--- src/hdl/dfd_pkg.sv ---
// Shared types, widths and codes for the squared discrete Frechet distance core.
`default_nettype none

package dfd_pkg;

    localparam int MAX_POINTS = 64;
    localparam int COORD_BITS = 16;
    localparam int DIST_W     = 33;
    localparam int ERR_W      = 2;
    localparam int CNT_W      = $clog2(MAX_POINTS + 1);
    localparam int ABS_W      = COORD_BITS + 1;
    localparam int SQ_W       = 2 * ABS_W;
    localparam int SUM_W      = SQ_W + 1;
    localparam int CMP_W      = (SUM_W > DIST_W) ? SUM_W : DIST_W;

    localparam logic [DIST_W-1:0] DIST_MAX = {DIST_W{1'b1}};

    localparam logic [ERR_W-1:0] ERR_OK       = 2'd0;
    localparam logic [ERR_W-1:0] ERR_TOO_MANY = 2'd1;
    localparam logic [ERR_W-1:0] ERR_ORDER    = 2'd2;

    typedef struct packed {
        logic                         curve_select;
        logic signed [COORD_BITS-1:0] point_x;
        logic signed [COORD_BITS-1:0] point_y;
        logic                         last_point;
    } t_in_beat;

    typedef struct packed {
        logic [DIST_W-1:0] distance_sq;
        logic [ERR_W-1:0]  error_code;
    } t_out_beat;

    typedef struct packed {
        logic signed [COORD_BITS-1:0] x;
        logic signed [COORD_BITS-1:0] y;
    } t_point;

    typedef struct packed {
        logic             valid;
        logic             first;
        logic             fin;
        logic [CNT_W-1:0] hops;
        t_point           pt;
    } t_tok;

    typedef struct packed {
        logic [DIST_W-1:0] row;
        logic [DIST_W-1:0] prev;
    } t_link;

    typedef struct packed {
        logic              valid;
        logic [DIST_W-1:0] dsq;
    } t_res;

endpackage

`default_nettype wire

--- src/hdl/dfd_cell.sv ---
// One cell of the coupling row: holds a first-curve point and its column value.
`default_nettype none

module dfd_cell (
    input  logic           i_clk,
    input  logic           i_rst_n,
    input  logic           i_head,
    input  logic           i_pt_we,
    input  dfd_pkg::t_point i_pt,
    input  dfd_pkg::t_tok  i_tok,
    output dfd_pkg::t_tok  o_tok,
    input  dfd_pkg::t_link i_left,
    output dfd_pkg::t_link o_link,
    input  dfd_pkg::t_res  i_res,
    output dfd_pkg::t_res  o_res
);
    import dfd_pkg::*;

    function automatic logic [DIST_W-1:0] umax(input logic [DIST_W-1:0] a,
                                               input logic [DIST_W-1:0] b);
        return (a > b) ? a : b;
    endfunction

    function automatic logic [DIST_W-1:0] umin(input logic [DIST_W-1:0] a,
                                               input logic [DIST_W-1:0] b);
        return (a < b) ? a : b;
    endfunction

    t_point            r_pt;
    t_tok              r_tok;
    logic              r_sv;
    logic              r_sfirst;
    logic              r_shit;
    logic [SQ_W-1:0]   r_sqx;
    logic [SQ_W-1:0]   r_sqy;
    logic [DIST_W-1:0] r_row;
    logic [DIST_W-1:0] r_prev;
    t_res              r_res;

    logic [ABS_W-1:0]  dx;
    logic [ABS_W-1:0]  dy;
    logic [ABS_W-1:0]  ax;
    logic [ABS_W-1:0]  ay;
    logic [SQ_W-1:0]   n_sqx;
    logic [SQ_W-1:0]   n_sqy;
    logic [SUM_W-1:0]  sum;
    logic [DIST_W-1:0] d;
    logic [DIST_W-1:0] n_row;
    t_res              n_res;

    always_comb begin
        dx = {r_tok.pt.x[COORD_BITS-1], r_tok.pt.x} - {r_pt.x[COORD_BITS-1], r_pt.x};
        dy = {r_tok.pt.y[COORD_BITS-1], r_tok.pt.y} - {r_pt.y[COORD_BITS-1], r_pt.y};
        ax = dx[ABS_W-1] ? (~dx + 1'b1) : dx;
        ay = dy[ABS_W-1] ? (~dy + 1'b1) : dy;
        n_sqx = SQ_W'(ax) * SQ_W'(ax);
        n_sqy = SQ_W'(ay) * SQ_W'(ay);
    end

    always_comb begin
        sum = SUM_W'(r_sqx) + SUM_W'(r_sqy);
        d = (CMP_W'(sum) > CMP_W'(DIST_MAX)) ? DIST_MAX : DIST_W'(sum);
        if (i_head) begin
            n_row = r_sfirst ? d : umax(r_row, d);
        end else if (r_sfirst) begin
            n_row = umax(i_left.row, d);
        end else begin
            n_row = umax(umin(umin(r_row, i_left.prev), i_left.row), d);
        end
        if (r_sv && r_shit) begin
            n_res.valid = 1'b1;
            n_res.dsq   = n_row;
        end else begin
            n_res = i_res;
        end
    end

    always_ff @(posedge i_clk) begin
        if (i_pt_we) begin
            r_pt <= i_pt;
        end
    end

    always_ff @(posedge i_clk) begin
        if (!i_rst_n) begin
            r_tok <= '0;
            r_sv  <= 1'b0;
            r_res <= '0;
        end else begin
            r_tok <= i_tok;
            r_sv  <= r_tok.valid;
            r_res <= n_res;
        end
    end

    always_ff @(posedge i_clk) begin
        r_sfirst <= r_tok.first;
        r_shit   <= r_tok.fin && (r_tok.hops == '0);
        r_sqx    <= n_sqx;
        r_sqy    <= n_sqy;
        if (r_sv) begin
            r_row  <= n_row;
            r_prev <= r_row;
        end
    end

    always_comb begin
        o_tok      = r_tok;
        o_tok.hops = r_tok.hops - 1'b1;
    end

    assign o_link.row  = r_row;
    assign o_link.prev = r_prev;
    assign o_res       = r_res;

endmodule

`default_nettype wire

--- config.mk ---
export PLATFORM = sky130hd
export DESIGN_NAME = dfd_cell
export DESIGN_NICKNAME = d
export VERILOG_FILES = /design/src/hdl/dfd_pkg.sv /design/src/hdl/dfd_cell.sv
export SDC_FILE = /design/constraint.sdc
export NUM_CORES = 2
export LEC_CHECK = 0
export BUFFER_PORTS_ARGS = -buffer_cell sky130_fd_sc_hd__buf_2
export CAP_MARGIN = 5
export CORE_ASPECT_RATIO = 1.2
export CORE_MARGIN = 5
export CORE_UTILIZATION = 65
export CTS_CLUSTER_DIAMETER = 150
export DETAILED_ROUTE_END_ITERATION = 7
export MAX_ROUTING_LAYER = met4
export PLACE_DENSITY = 0.95
export SLEW_MARGIN = 10
export SYNTH_ARGS = -nofsm -noshare
export SYNTH_HDL_FRONTEND = slang
export SYNTH_SLANG_ARGS = --single-unit
--- constraint.sdc ---
create_clock -name i_clk -period 22.8 [get_ports i_clk]
set_input_delay 4.56 -clock i_clk [delete_from_list [all_inputs] [get_ports i_clk]]
set_output_delay 4.56 -clock i_clk [all_outputs]
set_load 0.005 [all_outputs]
==> run_summary.xml <==
<?xml version="1.0" encoding="UTF-8"?>
<metrics>
  <group name="outcome">
    <metric name="status" unit="">complete, no violations</metric>
  </group>
  <group name="logic_synthesis">
    <metric name="synth_top_cell_by_area" unit="">sky130_fd_sc_hd__fa_1</metric>
    <metric name="ys_async_sr_fraction" unit="%">0</metric>
    <metric name="synth_area_leaders" unit="">sky130_fd_sc_hd__fa_1, sky130_fd_sc_hd__ha_1, sky130_fd_sc_hd__edfxtp_1</metric>
    <metric name="synthCells" unit="">3627</metric>
    <metric name="yosys_warnings" unit="">0</metric>
    <metric name="post_synth_num_cell_types" unit="">87</metric>
    <metric name="synth_top_flop_cell" unit="">sky130_fd_sc_hd__dfxtp_1</metric>
    <metric name="syn-mean-instance-area" unit="sq um">8.98</metric>
    <metric name="synth_sequential_area_ratio" unit="%">18.0</metric>
    <metric name="synth_enable_flop_cells" unit="">98</metric>
    <metric name="synth_area" unit="sq mm">0.0326</metric>
    <metric name="fraction_of_synthesized_cell_area_taken_by_the_top_area_cell_type" unit="%">23.7</metric>
    <metric name="synth-seq-cells" unit="">243</metric>
  </group>
  <group name="sta">
    <metric name="setup_violations" unit="">0</metric>
    <metric name="max_slew.worst_pin.slew" unit="ns">1.27</metric>
    <metric name="hold_viol_final" unit="">0</metric>
    <metric name="timing.max_slew.rel_slack" unit="%">15.2</metric>
    <metric name="final-max-slew-violation-count" unit="">0</metric>
    <metric name="timing.fmax" unit="MHz">69.9</metric>
    <metric name="final_min_period_over_clock_period" unit="%">62.7</metric>
    <metric name="final_worst_clock_skew" unit="ns">0.0203</metric>
    <metric name="unrepaired_setup_endpoints_after_global_routing" unit="">false</metric>
    <metric name="fin_crit" unit="ns">14.30</metric>
    <metric name="fin_setup_tns" unit="ns">0</metric>
  </group>
  <group name="critical_path">
    <metric name="worstPathArrival" unit="ns">14.79</metric>
    <metric name="endpoint_kind" unit="">register</metric>
    <metric name="timing.critical_path.required" unit="ns">23.29</metric>
    <metric name="path_class" unit="">primary input to register</metric>
    <metric name="critical_path_peak_fanout" unit="">24</metric>
    <metric name="cp_slowest_stage_delay" unit="ns">0.99</metric>
    <metric name="slowest_stage" unit="">sky130_fd_sc_hd__o211ai_1</metric>
    <metric name="type_of_origin_of_the_critical_path" unit="">primary input</metric>
    <metric name="worst_path_dominant_cell_family" unit="">compound AO/OA/AOI/OAI gates</metric>
    <metric name="number_of_buffers_and_inverters_on_the_critical_path" unit="">5</metric>
  </group>
  <group name="finish">
    <metric name="most-common-layout-cells" unit="">sky130_fd_sc_hd__inv_1, sky130_fd_sc_hd__ha_1, sky130_fd_sc_hd__fa_1</metric>
    <metric name="final_layout_size_suffix_gt1_share" unit="%">12.0</metric>
    <metric name="finish.instance_area" unit="sq mm">0.0356</metric>
    <metric name="areaGrowthSynthToFinish" unit="%">9.31</metric>
    <metric name="finish.net_count" unit="">4911</metric>
    <metric name="commonest_non_fill_non_tap_cell_in_the_layout" unit="">sky130_fd_sc_hd__inv_1</metric>
  </group>
  <group name="floorplanning">
    <metric name="fp.dieW" unit="um">214</metric>
    <metric name="rows" unit="">89</metric>
    <metric name="initial_utilization" unit="%">65.9</metric>
    <metric name="die_y" unit="um">255</metric>
    <metric name="core_area" unit="sq mm">0.0494</metric>
    <metric name="fp.dieArea" unit="sq mm">0.0547</metric>
    <metric name="io_pins" unit="">320</metric>
  </group>
  <group name="clock_network">
    <metric name="h-tree-depth" unit="">1</metric>
    <metric name="cts_root_buf" unit="">sky130_fd_sc_hd__clkbuf_16</metric>
    <metric name="insertion_delay" unit="ns">0.58</metric>
    <metric name="ctsHoldBuffers" unit="">0</metric>
    <metric name="cts_resized" unit="">0</metric>
    <metric name="postCtsSetupRepairBufs" unit="">0</metric>
    <metric name="cts-buffers-inserted" unit="">27</metric>
    <metric name="clkTransAtPathRegs" unit="ns">0.07</metric>
    <metric name="cts_buffer_depth" unit="">3</metric>
    <metric name="tritoncts_num_sinks" unit="">243</metric>
    <metric name="clock_tree_from_tritoncts" unit="">built</metric>
  </group>
  <group name="grt">
    <metric name="gr-usage-all-layers" unit="%">35.8</metric>
    <metric name="grt_first_pass_wirelength" unit="mm">152</metric>
    <metric name="initial_antenna_violation_count" unit="">3</metric>
    <metric name="grt_pass1_vias" unit="">29760</metric>
    <metric name="grt-ovfl-total" unit="">0</metric>
    <metric name="grt_start_max_net_pins" unit="">70</metric>
  </group>
  <group name="run">
    <metric name="max-cap-violations" unit="">0</metric>
  </group>
  <group name="detailed_routing">
    <metric name="routed-via-count" unit="">27863</metric>
    <metric name="route.detailed.drc" unit="">0</metric>
    <metric name="wl_per_cell" unit="um">21.1</metric>
    <metric name="drtIter0Drc" unit="">2237</metric>
    <metric name="detail_route.vias_per_cell" unit="">6.10</metric>
    <metric name="totalWireLength" unit="mm">96.5</metric>
    <metric name="post_detailed_route_count_of_antenna_violating_nets" unit="">0</metric>
    <metric name="drt_pre_antenna_iters" unit="">7</metric>
  </group>
  <group name="placement">
    <metric name="dpl_cell_area" unit="sq mm">0.0347</metric>
    <metric name="dp_hpwl" unit="mm">79.3</metric>
    <metric name="io_buffers" unit="">319</metric>
    <metric name="gp_congestion" unit="">1.05</metric>
  </group>
  <group name="worst_hold_path">
    <metric name="min-delay-path-class" unit="">register to register</metric>
  </group>
</metrics>
[layout make-up]
class / count / area [sq um]
inverter: 717 / 2690
timing repair buffer: 346 / 1800
sequential: 243 / 5850
fill: 3612 / 13800
clock inverter: 13 / 123
tap: 637 / 797
antenna: 1 / 2.50
multi-input combinational: 2573 / 23500
clock buffer: 36 / 803
[synth_stat cells (all sizes together) (44+ instances only)]
| cell | n |
|---|---|
| a21o | 68 |
| nor3 | 48 |
| a21oi | 196 |
| clkbuf | 70 |
| buf | 46 |
| o21ai | 119 |
| o21a | 49 |
| mux2 | 45 |
| and2 | 56 |
| fa | 385 |
| xnor2 | 98 |
| inv | 710 |
| edfxtp | 98 |
| nand3 | 44 |
| nand2 | 279 |
| ha | 440 |
| dfxtp | 145 |
| nor2 | 269 |
[worst register-to-register path, delay by kind of cell (launching register included)]
| family | cells | cell delay (ns) |
|---|---|---|
| compound gates | 12 | 4.23 |
| fa+ha+maj | 3 | 1.03 |
| buf+inv | 3 | 0.87 |
| flops | 1 | 0.61 |
| mux | 2 | 0.81 |
| simple gates | 10 | 3.17 |
[logic make-up (layout without fill, tap and decap cells)]
group                    after synthesis  count (layout)  share of synthesized area [%]
AO/OA/AOI/OAI                        667             667                           13.5
XOR/XNOR                             140             140                           3.77
adder cells (fa/ha/maj)              825             825                           40.6
buffers and inverters                833            1112                           10.0
flip-flops                           243             243                           18.0
multiplexers                          50              50                           1.71
other                                  2              25                         0.0231
AND/OR/NAND/NOR                      867             867                           12.4
[metal layers]
layer  GRT usage (%)  vias up  wire, um
met3            6.67      509      8540
li1                -    12503         -
met1            37.4    13247     32900
met2            62.7     1604     47300
met4            23.3        0      7750
met5               -        -         0
[final timing paths]
| check | startpoint | end | slack (ns) | cells past startpoint |
|---|---|---|---|---|
| min | o_tok[40] | r_sfirst | 0.39 | 0 |
| max | i_left[16] | o_res[28] | 8.50 | 32 |
| min reg2reg | o_tok[40] | r_sfirst | 0.39 | 0 |
| max reg2reg | r_row[13] | o_res[28] | 12.01 | 30 |
[stage by stage]
step	utilization [%]	instances	hold slack, ns	setup slack (ns)
final	72.0	4566	0.388	8.50
after global routing	72.0	4566	0.390	8.20
after CTS	72.0	4565	0.379	8.80
after detailed placement	70.1	4516	0.363	8.26
after global placement	70.1	4516	0.353	8.41
after floorplan	-	3649	0.332	10.54
[flip-flops by register name (all words and copies together) (netlist names)]
register	cells
o_tok	35
o_res	34
r_prev	33
r_row	33
r_sqx	33
r_sqy	33
r_pt	32
r_tok	7
r_sfirst	1
r_shit	1
r_sv	1
Power is not shown: default switching activity piles up to over one toggle a cycle in this logic, so the estimate is an artifact.
